File: src/rtl/csdt_pkg.sv
// ---------------------------------------------------------------------------
// Clip stack damage tracker package
// Shared constants, command codes and controller/datapath types.
// ---------------------------------------------------------------------------
package csdt_pkg;

  localparam int FB_WIDTH_DEF   = 320;
  localparam int FB_HEIGHT_DEF  = 240;
  localparam int CLIP_DEPTH_DEF = 32;

  localparam int REQ_W   = 3;
  localparam int COORD_W = 16;
  // Working width of the signed coordinate arithmetic.
  localparam int CW      = 18;

  typedef enum logic [REQ_W-1:0] {
    REQ_PUSH  = 3'd0,
    REQ_POP   = 3'd1,
    REQ_FILL  = 3'd2,
    REQ_PIXEL = 3'd3,
    REQ_MARK  = 3'd4,
    REQ_TAKE  = 3'd5
  } req_t;

  typedef enum logic [1:0] {
    ST_IDLE,
    ST_EXEC,
    ST_READ,
    ST_LOAD
  } state_t;

  typedef struct packed {
    logic latch_in;
    logic exec;
    logic mem_rd;
    logic load_top;
  } csdt_cmd_t;

  typedef struct packed {
    logic out_busy;
    logic fetch_needed;
  } csdt_sts_t;

endpackage

File: src/rtl/csdt_ctrl.sv
// ---------------------------------------------------------------------------
// Clip stack damage tracker controller
// Sequences capture, evaluation and the refetch of the stack top after a pop.
// ---------------------------------------------------------------------------
module csdt_ctrl import csdt_pkg::*; (
  input  logic      clk,
  input  logic      rst_n,
  input  logic      in_valid,
  output logic      in_ready,
  input  csdt_sts_t sts,
  output csdt_cmd_t cmd
);

  state_t state_r;
  state_t state_nxt;

  always_ff @(posedge clk) begin
    if (!rst_n) begin
      state_r <= ST_IDLE;
    end else begin
      state_r <= state_nxt;
    end
  end

  always_comb begin
    state_nxt = state_r;
    unique case (state_r)
      ST_IDLE: begin
        if (in_valid && in_ready) begin
          state_nxt = ST_EXEC;
        end
      end
      ST_EXEC: begin
        state_nxt = sts.fetch_needed ? ST_READ : ST_IDLE;
      end
      ST_READ: begin
        state_nxt = ST_LOAD;
      end
      ST_LOAD: begin
        state_nxt = ST_IDLE;
      end
      default: begin
        state_nxt = ST_IDLE;
      end
    endcase
  end

  always_comb begin
    in_ready     = (state_r == ST_IDLE) && !sts.out_busy;
    cmd          = '0;
    cmd.latch_in = in_valid && in_ready;
    cmd.exec     = (state_r == ST_EXEC);
    cmd.mem_rd   = (state_r == ST_READ);
    cmd.load_top = (state_r == ST_LOAD);
  end

endmodule

File: config.mk
export PLATFORM = sky130hd
export DESIGN_NAME = csdt_ctrl
export DESIGN_NICKNAME = d
export VERILOG_FILES = /design/src/rtl/csdt_pkg.sv /design/src/rtl/csdt_ctrl.sv
export SDC_FILE = /design/constraint.sdc
export NUM_CORES = 1
export LEC_CHECK = 0
export BUFFER_PORTS_ARGS = -buffer_cell sky130_fd_sc_hd__buf_2
export CORE_AREA = 5 5 42 44
export DETAILED_ROUTE_END_ITERATION = 6
export DIE_AREA = 0 0 47 49
export GPL_TIMING_DRIVEN = 1
export PLACE_DENSITY = 0.39
export SYNTH_ARGS = -nofsm -noshare
export SYNTH_HDL_FRONTEND = slang
export SYNTH_SLANG_ARGS = --single-unit
File: constraint.sdc
create_clock -name clk -period 0.85 [get_ports clk]
set_clock_uncertainty 0.1 [all_clocks]
set_input_delay 0.17 -clock clk [delete_from_list [all_inputs] [get_ports clk]]
set_output_delay 0.17 -clock clk [all_outputs]
set_load 0.02 [all_outputs]
**Word level (Yosys, flattened, before mapping)**

Cells that the tools add are included.

- Register bits: 2

- Equality and inequality tests: 4
- Multiplexer cells: 3
- Reductions and logical operators: 4

Operator list:

| operator | count |
|---|---|
| 2-bit case mux with 4 select lines | 1 |
| 2-bit equality test (second input constant) | 2 |
| 2-bit two-way mux | 2 |
| 2-bit by 1-bit equality test with 1-bit output (second input constant) | 1 |
| 1-bit logical AND | 2 |
| 2-bit logical NOT | 1 |
| 2-bit inequality test (second input constant) | 1 |
| 1-bit logical NOT | 1 |

**Logic depth before layout (Yosys ltp)**

- Word-level depth: 5
- Gate-level depth with buffers: 2

**Worst setup path after synthesis**

Ideal clock, no wire load.

- Path kind: register to register
- From: reg (tool-made name)
- To: reg (tool-made name)
- Library setup time: 0.060 ns
- Arrival time: 0.951 ns
- Data required time: 0.690 ns
- Slack: -0.261 ns
- Cell stages (with the launch flop): 3
- Buffers on the path: 0
- Period minus slack after synthesis: 1.111 ns
- Cell sequence: dfxtp_1 > nor2b_1 > a22o_1

==> results.cfg <==
[timing]
clock.fmax_ghz = 0.842
post-route-min-period_ns = 1.19
timing.hold.ws_ns = 0.103
worst_pin_slew_ns = 0.141
setup_ws_ns = -0.338
slew_headroom_pct = 90.6
period_share_pct = 140
finalHoldViolCount = 0
totalNegativeSetupSlack_ns = -1.68
drv_slew = 0
setup_viol = 6
rsz0062_at_grt = true

[hold_path]
hold_path_class = in2reg

[floorplan]
design.die.area_sq_mm = 0.00230
row_count = 14
pin_count = 10
die_w_um = 47
start_util_pct = 7.50
core_area_sq_mm = 0.00140
die_height_um = 49

[global_route]
grt_pass1_vias = 169
grt_pass1_wl_um = 696
grt.total_usage_pct = 4.65
antenna_found_initial = 0
overflow = 0
grt_start_max_net_pins = 7

[worst_setup_path]
critical_path.max_fanout = 6
critical_path.slowest_cell = dfxtp_4
critical_path.cell_chain = nor3_4 > buf_6
cp-start-kind = register
worstPathArrival_ns = 0.92
slowest_delay_ns = 0.37
worstSetupEndpointType = output pin
critPathKind = reg2out
required_ns = 0.58

[cts]
clockBufferDepth = 2
root_buffer = clkbuf_4
clkLatencyLatePin_ns = 0.22
cts_tree = done
cts_buffers = 3
path_clk_slew_ns = 0.03
postCtsSetupBuffers = 0
ctsHtreeMaxLevel = 1
clock_sinks = 2

[routing]
first_pass_iters = 1
wl_per_cell_um = 8.50
ant_nets = 0
drc = 0
wirelength_um = 357
via_count = 142
dr.first_iter.drc_count = 0
vias_per_cell = 3.38

[synthesis]
seq_area_frac_synth_pct = 38.1
synthAdderAreaFrac_pct = 0
synth_ff_type = dfxtp_1
ys_ff_latch = 2
synth_top_family_by_area = simple AND/OR/NAND/NOR gates
synth_enable_flop_cells = 0
synth-simple-area-share_pct = 45.2
synth_compound_area_share_pct = 13.1
synthCells = 13
async_reset_ff_share_pct = 0
yosysWarnings = 0
synth_xor_area_share_pct = 0
synth_top_area_share_pct = 38.1
synthMuxAreaShare_pct = 0
syn-cell-area_sq_um = 105
syn-num-nets = 18
yosys.area.top_type = dfxtp_1
synth_common_cells = 2 x and2_1, 2 x dfxtp_1, 2 x nand2b_1, 2 x nor2b_1, 2 x nor3_1
ys_top_cells_by_area = dfxtp_1 38%, and2_1 12%, nand2b_1 12%
synth_cell_type_count = 8
synth_area_per_cell_sq_um = 8.08

[layout]
antenna_cells = 0
final_nets = 33
drive_above_1_share_pct = 80.8
finish.instance_area_sq_um = 287
layout.cells.non_filler = 42
area_growth_pct = 173

[job]
maxCapViolCount = 0

[run_status]
violations = setup timing
status = finished with violations

[pwr]
power_density_mw_per_mm2 = 1440
ir_worst_vdd_mv = 0.303
power.leakage_nw = 0.122

[place]
port_buffers = 9
place_area_sq_um = 231
post-place-ws_ns = -0.205
gp_congestion = 0.668
dp_cells = 39
through the flow:
stage	util [%]	total power, mW
after floorplan	-	0.160
after global placement	16.5	0.189
after detailed placement	16.5	0.192
after CTS	20.4	0.429
after global routing	20.4	0.442
final	20.4	0.413
power by group:
part / leakage [nW] / total (mW) / switching (mW) / internal, mW
clock: 0.0138 / 0.207 / 0.0513 / 0.155
combinational: 0.0906 / 0.0956 / 0.0397 / 0.0559
sequential: 0.0178 / 0.111 / 0.0140 / 0.0970
total: 0.122 / 0.413 / 0.105 / 0.308
timing repair:
item / 4_1_cts / 5_1_grt
pin swaps: 1 / 1
gates resized for setup: 11 / 0
hold buffers: 0 / 0
endpoints found under the hold margin: 0 / 0
setup endpoints to repair: 6 / 6
cell families (layout without fill, tap and decap cells):
| logic type | count (synthesis) | after routing |
|---|---|---|
| AND/OR/NAND/NOR | 8 | 8 |
| AO/OA/AOI/OAI | 2 | 2 |
| flip-flops | 2 | 2 |
| buffers and inverters | 1 | 14 |
layout make-up:
cell class / count / area (sq um)
Clock buffer: 3 / 22.5
Fill cell: 165 / 1110
Inverter: 1 / 3.75
Multi-Input combinational cell: 10 / 109
Sequential cell: 2 / 47.5
Tap cell: 16 / 20.0
Timing Repair Buffer: 10 / 83.8
routing by layer:
metal	track usage, %	wire length [um]
met5	0	0
met2	4.98	142
met4	5.53	0
met1	4.63	145
met3	4.06	69
worst paths after layout:
path,startpoint,endpoint,slack (ns),depth (start not counted)
setup / recovery,register,cmd[3],-0.34,2
hold / removal,rst_n,register,0.10,2
setup reg to reg,register,register,-0.06,2
hold reg to reg,register,state_r[0],0.41,2
worst max-delay path, delay by kind of cell (launching register included):
kind	cells	cell delay, ns
buffers and inverters	1	0.14
DFF	1	0.37
and+or+nand+nor	1	0.19
placed cells by master, fill, tap and decap left out, drive strengths merged:
master / n
a21oi: 1
a22o: 1
and2: 2
buf: 10
clkbuf: 3
dfxtp: 2
inv: 1
nand2b: 2
nor2b: 2
nor3: 2
(Power assumes the default switching activity.)
