### src/rtl/csdt_pkg.sv
// ---------------------------------------------------------------------------
// Clip stack damage tracker package
// Shared constants, command codes and controller/datapath types.
// ---------------------------------------------------------------------------
package csdt_pkg;

  localparam int FB_WIDTH_DEF   = 320;
  localparam int FB_HEIGHT_DEF  = 240;
  localparam int CLIP_DEPTH_DEF = 32;

  localparam int REQ_W   = 3;
  localparam int COORD_W = 16;
  // Working width of the signed coordinate arithmetic.
  localparam int CW      = 18;

  typedef enum logic [REQ_W-1:0] {
    REQ_PUSH  = 3'd0,
    REQ_POP   = 3'd1,
    REQ_FILL  = 3'd2,
    REQ_PIXEL = 3'd3,
    REQ_MARK  = 3'd4,
    REQ_TAKE  = 3'd5
  } req_t;

  typedef enum logic [1:0] {
    ST_IDLE,
    ST_EXEC,
    ST_READ,
    ST_LOAD
  } state_t;

  typedef struct packed {
    logic latch_in;
    logic exec;
    logic mem_rd;
    logic load_top;
  } csdt_cmd_t;

  typedef struct packed {
    logic out_busy;
    logic fetch_needed;
  } csdt_sts_t;

endpackage

### src/rtl/csdt_datapath.sv
// ---------------------------------------------------------------------------
// Clip stack damage tracker datapath
// Clip stack memory, cached stack top, damage box and result register.
// ---------------------------------------------------------------------------
module csdt_datapath import csdt_pkg::*; #(
  parameter int FB_WIDTH   = FB_WIDTH_DEF,
  parameter int FB_HEIGHT  = FB_HEIGHT_DEF,
  parameter int CLIP_DEPTH = CLIP_DEPTH_DEF,
  localparam int XW = $clog2(FB_WIDTH + 1),
  localparam int YW = $clog2(FB_HEIGHT + 1)
) (
  input  logic                      clk,
  input  logic                      rst_n,
  input  csdt_cmd_t                 cmd,
  output csdt_sts_t                 sts,
  input  logic [REQ_W-1:0]          req_type,
  input  logic signed [COORD_W-1:0] pos_x,
  input  logic signed [COORD_W-1:0] pos_y,
  input  logic signed [COORD_W-1:0] size_w,
  input  logic signed [COORD_W-1:0] size_h,
  output logic                      out_valid,
  input  logic                      out_ready,
  output logic                      status,
  output logic [XW-1:0]             area_x0,
  output logic [YW-1:0]             area_y0,
  output logic [XW-1:0]             area_x1,
  output logic [YW-1:0]             area_y1,
  output logic                      damage_pending
);

  localparam int LW = $clog2(CLIP_DEPTH + 1);
  localparam int AW = (CLIP_DEPTH > 1) ? $clog2(CLIP_DEPTH) : 1;
  localparam int EW = 1 + 2 * XW + 2 * YW;
  localparam logic signed [CW-1:0] FBW = CW'(FB_WIDTH);
  localparam logic signed [CW-1:0] FBH = CW'(FB_HEIGHT);

  logic [REQ_W-1:0]          req_r;
  logic signed [COORD_W-1:0] x_r, y_r, w_r, h_r;

  logic [LW-1:0] level_r, level_nxt, level_m1;
  logic [EW-1:0] top_r, top_nxt, entry_new, rdata_r;
  logic [EW-1:0] mem [CLIP_DEPTH];

  logic          dvalid_r, dvalid_nxt;
  logic [XW-1:0] dmin_x_r, dmin_x_nxt, dmax_x_r, dmax_x_nxt;
  logic [YW-1:0] dmin_y_r, dmin_y_nxt, dmax_y_r, dmax_y_nxt;

  logic          out_valid_r, status_r, pend_r;
  logic [XW-1:0] ax0_r, ax1_r;
  logic [YW-1:0] ay0_r, ay1_r;

  logic          top_en, clip_on, clip_use, size_ok, rect_ok, pix_vis;
  logic [XW-1:0] top_x0, top_x1;
  logic [YW-1:0] top_y0, top_y1;
  logic signed [CW-1:0] tx0, ty0, tx1, ty1;
  logic signed [CW-1:0] px, py, pw, ph, ex1, ey1, px1, py1;
  logic signed [CW-1:0] cx0, cy0, cx1, cy1, rx0, ry0, rx1, ry1;

  logic          ok, wr_en, dmg_add, dmg_clear;
  logic [XW-1:0] ax0, ax1;
  logic [YW-1:0] ay0, ay1;

  assign top_en = top_r[EW-1];
  assign top_x0 = top_r[EW-2 -: XW];
  assign top_y0 = top_r[EW-2-XW -: YW];
  assign top_x1 = top_r[XW+YW-1 -: XW];
  assign top_y1 = top_r[YW-1:0];

  assign tx0 = signed'({{(CW-XW){1'b0}}, top_x0});
  assign tx1 = signed'({{(CW-XW){1'b0}}, top_x1});
  assign ty0 = signed'({{(CW-YW){1'b0}}, top_y0});
  assign ty1 = signed'({{(CW-YW){1'b0}}, top_y1});

  assign px  = signed'({{(CW-COORD_W){x_r[COORD_W-1]}}, x_r});
  assign py  = signed'({{(CW-COORD_W){y_r[COORD_W-1]}}, y_r});
  assign pw  = signed'({{(CW-COORD_W){w_r[COORD_W-1]}}, w_r});
  assign ph  = signed'({{(CW-COORD_W){h_r[COORD_W-1]}}, h_r});
  assign ex1 = px + pw;
  assign ey1 = py + ph;
  assign px1 = px + CW'(1);
  assign py1 = py + CW'(1);

  assign clip_on  = (level_r != '0) && top_en;
  assign clip_use = clip_on && ((req_r == REQ_PUSH) || (req_r == REQ_FILL));
  assign size_ok  = (w_r > 16'sd0) && (h_r > 16'sd0);

  always_comb begin
    cx0 = px[CW-1] ? '0 : px;
    cy0 = py[CW-1] ? '0 : py;
    cx1 = (ex1 > FBW) ? FBW : ex1;
    cy1 = (ey1 > FBH) ? FBH : ey1;
    rx0 = cx0;
    ry0 = cy0;
    rx1 = cx1;
    ry1 = cy1;
    if (clip_use) begin
      rx0 = (cx0 > tx0) ? cx0 : tx0;
      ry0 = (cy0 > ty0) ? cy0 : ty0;
      rx1 = (cx1 < tx1) ? cx1 : tx1;
      ry1 = (cy1 < ty1) ? cy1 : ty1;
    end
  end

  assign rect_ok = size_ok && (rx1 > rx0) && (ry1 > ry0);
  assign pix_vis = !px[CW-1] && (px < FBW) && !py[CW-1] && (py < FBH) &&
                   (!clip_on || ((px >= tx0) && (px < tx1) && (py >= ty0) && (py < ty1)));
  assign entry_new = rect_ok ? {1'b1, rx0[XW-1:0], ry0[YW-1:0], rx1[XW-1:0], ry1[YW-1:0]}
                             : '0;
  assign level_m1 = level_r - LW'(1);

  always_comb begin
    ok        = 1'b0;
    wr_en     = 1'b0;
    dmg_add   = 1'b0;
    dmg_clear = 1'b0;
    level_nxt = level_r;
    top_nxt   = top_r;
    ax0       = '0;
    ay0       = '0;
    ax1       = '0;
    ay1       = '0;
    unique case (req_r)
      REQ_PUSH: begin
        if (level_r != LW'(CLIP_DEPTH)) begin
          wr_en     = 1'b1;
          level_nxt = level_r + LW'(1);
          top_nxt   = entry_new;
          if (rect_ok) begin
            ok  = 1'b1;
            ax0 = rx0[XW-1:0];
            ay0 = ry0[YW-1:0];
            ax1 = rx1[XW-1:0];
            ay1 = ry1[YW-1:0];
          end
        end
      end
      REQ_POP: begin
        if (level_r != '0) begin
          level_nxt = level_m1;
          ok        = 1'b1;
        end
      end
      REQ_FILL, REQ_MARK: begin
        if (rect_ok) begin
          ok      = 1'b1;
          dmg_add = 1'b1;
          ax0     = rx0[XW-1:0];
          ay0     = ry0[YW-1:0];
          ax1     = rx1[XW-1:0];
          ay1     = ry1[YW-1:0];
        end
      end
      REQ_PIXEL: begin
        if (pix_vis) begin
          ok      = 1'b1;
          dmg_add = 1'b1;
          ax0     = px[XW-1:0];
          ay0     = py[YW-1:0];
          ax1     = px1[XW-1:0];
          ay1     = py1[YW-1:0];
        end
      end
      REQ_TAKE: begin
        if (dvalid_r) begin
          ok        = 1'b1;
          dmg_clear = 1'b1;
          ax0       = dmin_x_r;
          ay0       = dmin_y_r;
          ax1       = dmax_x_r;
          ay1       = dmax_y_r;
        end
      end
      default: begin
        ok = 1'b0;
      end
    endcase
  end

  always_comb begin
    dvalid_nxt = dvalid_r;
    dmin_x_nxt = dmin_x_r;
    dmin_y_nxt = dmin_y_r;
    dmax_x_nxt = dmax_x_r;
    dmax_y_nxt = dmax_y_r;
    priority if (dmg_clear) begin
      dvalid_nxt = 1'b0;
      dmin_x_nxt = XW'(FB_WIDTH);
      dmin_y_nxt = YW'(FB_HEIGHT);
      dmax_x_nxt = '0;
      dmax_y_nxt = '0;
    end else if (dmg_add && !dvalid_r) begin
      dvalid_nxt = 1'b1;
      dmin_x_nxt = ax0;
      dmin_y_nxt = ay0;
      dmax_x_nxt = ax1;
      dmax_y_nxt = ay1;
    end else if (dmg_add) begin
      dmin_x_nxt = (ax0 < dmin_x_r) ? ax0 : dmin_x_r;
      dmin_y_nxt = (ay0 < dmin_y_r) ? ay0 : dmin_y_r;
      dmax_x_nxt = (ax1 > dmax_x_r) ? ax1 : dmax_x_r;
      dmax_y_nxt = (ay1 > dmax_y_r) ? ay1 : dmax_y_r;
    end
  end

  assign sts.out_busy     = out_valid_r && !out_ready;
  assign sts.fetch_needed = (req_r == REQ_POP) && (level_r > LW'(1));

  always_ff @(posedge clk) begin
    if (cmd.exec && wr_en) begin
      mem[level_r[AW-1:0]] <= entry_new;
    end
    if (cmd.mem_rd) begin
      rdata_r <= mem[level_m1[AW-1:0]];
    end
  end

  always_ff @(posedge clk) begin
    if (cmd.latch_in) begin
      req_r <= req_type;
      x_r   <= pos_x;
      y_r   <= pos_y;
      w_r   <= size_w;
      h_r   <= size_h;
    end
    if (cmd.exec) begin
      status_r <= !ok;
      ax0_r    <= ax0;
      ay0_r    <= ay0;
      ax1_r    <= ax1;
      ay1_r    <= ay1;
      pend_r   <= dmg_clear || dvalid_nxt;
    end
  end

  always_ff @(posedge clk) begin
    if (!rst_n) begin
      level_r     <= '0;
      top_r       <= '0;
      dvalid_r    <= 1'b0;
      dmin_x_r    <= XW'(FB_WIDTH);
      dmin_y_r    <= YW'(FB_HEIGHT);
      dmax_x_r    <= '0;
      dmax_y_r    <= '0;
      out_valid_r <= 1'b0;
    end else begin
      if (cmd.exec) begin
        level_r  <= level_nxt;
        top_r    <= top_nxt;
        dvalid_r <= dvalid_nxt;
        dmin_x_r <= dmin_x_nxt;
        dmin_y_r <= dmin_y_nxt;
        dmax_x_r <= dmax_x_nxt;
        dmax_y_r <= dmax_y_nxt;
      end else if (cmd.load_top) begin
        top_r <= rdata_r;
      end
      if (cmd.exec) begin
        out_valid_r <= 1'b1;
      end else if (out_ready) begin
        out_valid_r <= 1'b0;
      end
    end
  end

  assign out_valid      = out_valid_r;
  assign status         = status_r;
  assign area_x0        = ax0_r;
  assign area_y0        = ay0_r;
  assign area_x1        = ax1_r;
  assign area_y1        = ay1_r;
  assign damage_pending = pend_r;

endmodule

### config.mk
export PLATFORM = sky130hd
export DESIGN_NAME = csdt_datapath
export DESIGN_NICKNAME = d
export VERILOG_FILES = /design/src/rtl/csdt_pkg.sv /design/src/rtl/csdt_datapath.sv
export SDC_FILE = /design/constraint.sdc
export NUM_CORES = 2
export LEC_CHECK = 0
export BUFFER_PORTS_ARGS = -buffer_cell sky130_fd_sc_hd__buf_4
export CAP_MARGIN = 25
export CORE_AREA = 2 2 407 409
export CTS_BUF_LIST = sky130_fd_sc_hd__clkbuf_8 sky130_fd_sc_hd__clkbuf_16
export DETAILED_ROUTE_END_ITERATION = 8
export DIE_AREA = 0 0 409 411
export GPL_ROUTABILITY_DRIVEN = 0
export GPL_TIMING_DRIVEN = 1
export SLEW_MARGIN = 20
export SYNTH_ARGS = -nofsm -noshare
export SYNTH_HDL_FRONTEND = slang
export SYNTH_SLANG_ARGS = --single-unit
### constraint.sdc
create_clock -name clk -period 28.5 [get_ports clk]
set_input_delay 5.7 -clock clk [delete_from_list [all_inputs] [get_ports clk]]
set_output_delay 5.7 -clock clk [all_outputs]
set_load 0.05 [all_outputs]
# Yosys cells after proc, flatten, opt, wreduce, memory -nomap -nowiden
# Memories as Yosys holds them, arrays and structs flattened. A register that Yosys moved wholly into a read port is not among the register bits.
# Cells that the tools add are included.
totals:
  word_cells: 171
  mem_bits_rw: 1120
  in_bits: 74
  regBits: 180
  n_memories: 1
  output_inout_bits: 39
classes:
  eq_ne: 10
  reduce_logical: 42
  muxes: 72
  add_sub_neg: 6
  magnitude_cmp: 21
mem_list:
  columns: ["name", "words", "width", "read_ports", "rd_clocked_by_memory_dff", "write_ports", "line_no", "rtl"]
  rows:
  - ["mem", 32, 35, 1, 1, 1, "csdt_datapath.sv:42", "logic [EW-1:0] mem [CLIP_DEPTH];"]
ops:
  columns: ["op", "count"]
  rows:
  - ["$mux 35", 5]
  - ["$mux 9", 16]
  - ["$mux 8", 16]
  - ["$mux 18", 6]
  - ["$mux 15", 6]
  - ["$pmux 9 s4", 2]
  - ["$pmux 8 s4", 2]
  - ["$gt 18x18->1", 2]
  - ["$add 16x16->17", 2]
  - ["$gt 16x1->1 const B", 2]
  - ["$lt 18x10->1", 1]
  - ["$lt 18x9->1", 1]
  - ["$gt 17x10->1 const B", 1]
  - ["$gt 17x9->1 const B", 1]
  - ["$ge 16x10->1", 1]
  - ["$ge 16x9->1", 1]
  - ["$logic_and 1x1->1", 16]
  - ["$lt 16x10->1", 1]
  - ["$lt 16x10->1 const B", 1]
  - ["$lt 16x9->1", 1]
  - ["$lt 16x9->1 const B", 1]
  - ["$gt 15x8->1", 1]
  - ["$gt 15x9->1", 1]
  - ["$reduce_and 3->1", 5]
  - ["other kinds (28)", 59]

# Logic depth before layout (Yosys ltp)
depth:
  depth_word: 17
  mapped_depth: 46
  depth_no_buf: 42

# Least setup slack after synthesis
# OpenSTA, ideal clock, no wires.
synth_path:
  path_type: "input to output"
  from: "in out_ready"
  to: "out sts[1] (netlist bit)"
  path_stages: 1
  path_buffers: 0
  setup_slack_ns: 16.379
  t_arrival_ns: 6.421
  cell_sequence: "nor2b_1"
synth_between:
  elab_chain_len: 2
synth_rtl:
  columns: ["element", "line_no", "rtl"]
  rows:
  - ["from (decl)", "csdt_datapath.sv:22", "input logic out_ready,"]
  - ["$logic_not 1->1", "csdt_datapath.sv:205", "assign sts.out_busy = out_valid_r && !out_ready;"]
  - ["$logic_and 1x1->1", "csdt_datapath.sv:205", null]
  - ["to (decl)", "csdt_datapath.sv:15", "output csdt_sts_t sts,"]
# No other way between the ends.

==> flow_summary.json <==
{
  "result_of_the_run": "finished, final reports clean",
  "setup_viols_final": 0,
  "synth_ff_type": "edfxtp_1",
  "gr-total-overflow": 0,
  "place_ws_ns": 16.60,
  "layout_skew_ns": 0.0560,
  "grt_pass1_wl_um": 217000,
  "critical_path_peak_fanout": 2,
  "placed_wire_length_estimate_um": 84500,
  "final_max_slew_viol_count": 0,
  "design.core.area_sq_um": 164000,
  "syn_inst_count": 3155,
  "edff_count_synth": 1258,
  "drt_first_pass_iters": 5,
  "fraction_of_final_layout_cells_sized_beyond_drive_strength_1_pct": 25.2,
  "number_of_synthesized_register_bits": 1335,
  "vias_per_cell": 5.51,
  "period_share_pct": 41.8,
  "top_area_cell_type_share_of_the_netlist_area_pct": 66.3,
  "clockPowerShare_pct": 40.2,
  "io_pins": 113,
  "cts.clk_slew.worst_paths_ns": 0.06,
  "synth.largest_area_cell": "edfxtp_1",
  "cts_root_buffer": "clkbuf_16",
  "timing.hold.worst.class": "reg -> reg",
  "hold_buffers": 0,
  "whs_path_depth": 2,
  "synth.net_count": 3397,
  "finalCriticalPeriod_ns": 11.91,
  "num-fill-cells": 14600,
  "setup.worst_path.start_class": "input port",
  "grt.total_usage_pct": 17.6,
  "mappedNetlistArea_sq_um": 57000,
  "slowest_delay_ns": 0.23,
  "worst_slew_pin_slew_ns": 1.01,
  "die-area_sq_um": 168000,
  "critical_path_depth": 3,
  "placement_rows": 149,
  "reg2regPathDepth": 41,
  "drtIter0Drc": 3294,
  "via_total_after_detailed_routing": 31100,
  "critical_path.n_buffers_inverters": 2,
  "final_critical_path_setup_slack_ns": 16.59,
  "timing.max_slew.rel_slack_pct": 32.4,
  "critPathSlowestCell": "buf_4",
  "synthTopCellsByArea": "edfxtp_1, mux4_2, ha_1",
  "sequential_cell_area_sq_um": 39300,
  "first_global_vias": 30900,
  "p_leak_nw": 20.3,
  "cap_viol_max_count": 0,
  "seq_power_share_pct": 49.9,
  "post_cts_gate_resize_count": 0,
  "cts_made_buffers": 140,
  "power_density_nw_per_um2": 66.9,
  "worst_path_dominant_cell_family": "buffers and inverters",
  "initial_core_util_pct": 34.8,
  "setup-tns-final_ns": 0,
  "postRouteAntennaNets": 0,
  "rsz_0062_raised_after_global_routing": "no",
  "die_span_in_y_um": 411,
  "critPathArrivalTime_ns": 6.21,
  "critical-path-top-cell-by-count": "buf_4",
  "proportion_of_total_power_due_to_net_switching_pct": 24.0,
  "worstSetupPathType": "in -> out",
  "max_freq_mhz": 84.0,
  "final_layout_worst_hold_slack_ns": 0.460,
  "sequential_area_share_after_synthesis_pct": 69.0,
  "drcViolationCount": 0,
  "grt_antenna_before_repair": 7,
  "finalWirelength_um": 149000,
  "cts_tree": "done",
  "maximum_number_of_pins_on_one_net_before_global_route_repair": 137,
  "yosysWarnings": 0,
  "worstSkewPairLatency_ns": 0.79,
  "critical_path_required_ns": 22.80,
  "area_growth_syn_to_layout_pct": 15.1,
  "numClockSinks": 1335,
  "final_nets": 3598,
  "worst_setup_path_end_kind": "output pin",
  "die_w_um": 409,
  "postCtsSetupRepairBufs": 0,
  "critical_path.cell_chain": "buf_4, nor2b_1, buf_4",
  "power_frac_comb_pct": 10.0,
  "yosys.cell_types.count": 94,
  "clock_tree.htree_level_count": 4,
  "multiInputGateArea_sq_um": 17100,
  "port_buffer_count": 112,
  "hold_violations": 0,
  "routed_wire_length_per_instance_um": 26.4,
  "synthArstFlopShare_pct": 0,
  "avgSynthCellArea_sq_um": 18.1,
  "power.switching_mw": 1.06,
  "peakVddDrop_v": 0.0000504,
  "power_report.internal_total_mw": 3.33,
  "ctsLongestPathBuffers": 3
}
==> layer usage <==
layer,GRT usage [%],share of wire [%],vias to the layer above
li1,-,-,13300
met1,24.5,42,16400
met2,28.9,48,1206
met3,2.74,7.3,215
met4,4.80,2.3,2
met5,0,0.013,-
==> stage by stage <==
step                      util (%)  total power [mW]  cell area [sq um]  std cells
after floorplan                  -              2.52              57000       3155
after global placement        37.2              2.66              61000       5395
after detailed placement      37.2              2.66              61000       5401
after CTS                     40.0              4.42              65500       5650
after global routing          40.0              4.54              65600       5653
final                         40.0              4.39              65600       5653
==> flip-flops by register name, summed over array words and instances, names as in the netlist <==
register / count
mem: 1120
area_x1: 9
area_x0: 9
top_r: 35
rdata_r: 35
y_r: 16
req_r: 3
level_r: 6
dvalid_r: 1
h_r: 16
w_r: 16
damage_pending: 1
status: 1
dmax_x_r: 9
dmax_y_r: 8
area_y0: 8
dmin_y_r: 8
x_r: 16
out_valid: 1
area_y1: 8
dmin_x_r: 9
==> cell type report <==
type	count	area share, %
antenna	1	0.00382
timing repair buffer	197	2.36
inverter	105	0.601
sequential	1335	60.0
tap	2189	4.18
clock buffer	143	5.41
multi-input combinational	1577	26.0
clock inverter	106	1.45
==> worst reg2reg max path: cells and delay by family (launching register included) <==
kind / cells / cell delay (ns)
fa+ha+maj: 6 / 2.01
flops: 1 / 0.61
mux: 1 / 0.23
xor+xnor: 1 / 0.15
compound gates: 22 / 6.08
buf+inv: 1 / 0.10
simple gates: 10 / 2.35
==> power groups by stage <==
| stage | Combinational (mW) | Sequential (mW) | Clock, mW |
|---|---|---|---|
| 6_report | 0.437 | 2.19 | 1.76 |
| 5_1_grt | 0.475 | 2.19 | 1.87 |
| 4_1_cts | 0.438 | 2.19 | 1.80 |
| 3_5_place_dp | 0.435 | 2.23 | 0 |
| 3_3_place_gp | 0.432 | 2.23 | 0 |
| 2_1_floorplan | 0.302 | 2.22 | 0 |
==> synthesized netlist by cell type (all sizes together), types with 4 or more instances <==
master and n:
dfxtp 77, nor2b 32, ha 166, o21a 36, nor3 28, mux2 36, xnor2 32, a311oi 4
o21ai 83, xor2 14, mux4 350, a221oi 4, a211oi 46, a21boi 6, nand4 25, a2111oi 7
o211a 7, o2bb2ai 8, a31oi 13, nor2 156, nand2 112, o211ai 24, o22ai 12, nor4 14
a2bb2oi 4, o221ai 9, a22oi 14, clkbuf 109, or2 6, a211o 7, inv 104, or3 9
nand2b 27, and2 19, and3 16, a21o 37, nand3 31, edfxtp 1258, buf 29, and4 5
mux2i 32, a21oi 93, nand3b 4
==> worst paths after layout <==
path	end	from	slack, ns
setup / recovery	sts[1]	out_ready	16.59
hold / removal	top_r[34]	top_r[34]	0.46
setup reg to reg	dmin_x_r[1]	y_r[0]	16.92
hold reg to reg	top_r[34]	top_r[34]	0.46
==> cells in the final DEF, fill, tap and decap left out, types with 9 or more instances in the layout <==
cell type / Yosys / final
edfxtp_1: 1258 / 1258
mux4_2: 350 / 350
buf_4: 2 / 188
ha_1: 166 / 165
clkbuf_16: 0 / 140
inv_1: 103 / 134
nand2_1: 109 / 109
nor2_1: 154 / 103
a21oi_1: 90 / 90
o21ai_0: 77 / 77
dfxtp_1: 77 / 76
a211oi_1: 43 / 43
a21o_1: 37 / 37
mux2_2: 36 / 36
o21a_1: 35 / 35
nor2_4: 0 / 33
nor2b_1: 32 / 32
mux2i_1: 32 / 32
xnor2_1: 32 / 30
nand3_1: 30 / 30
clkinv_1: 1 / 29
nand2b_1: 27 / 27
nor3_1: 27 / 27
o211ai_1: 24 / 24
nand4_1: 24 / 24
nor2_2: 2 / 20
clkinv_2: 0 / 20
and3_1: 16 / 16
and2_1: 19 / 16
nor4_1: 14 / 14
a22oi_1: 14 / 14
xor2_1: 14 / 13
a31oi_1: 13 / 13
or3_1: 9 / 9
o22ai_1: 9 / 9
clkinv_16: 0 / 9
==> cells by family after synthesis <==
logic type	count (synthesis)	share of synthesized area (%)
AO/OA/AOI/OAI	444	5.41
XOR/XNOR	46	0.707
adder cells (fa/ha/maj)	168	3.72
buffers and inverters	243	1.64
flip-flops	1335	69.0
multiplexers	418	15.1
AND/OR/NAND/NOR	501	4.40
No activity file was read; power rests on OpenSTA's default activity.
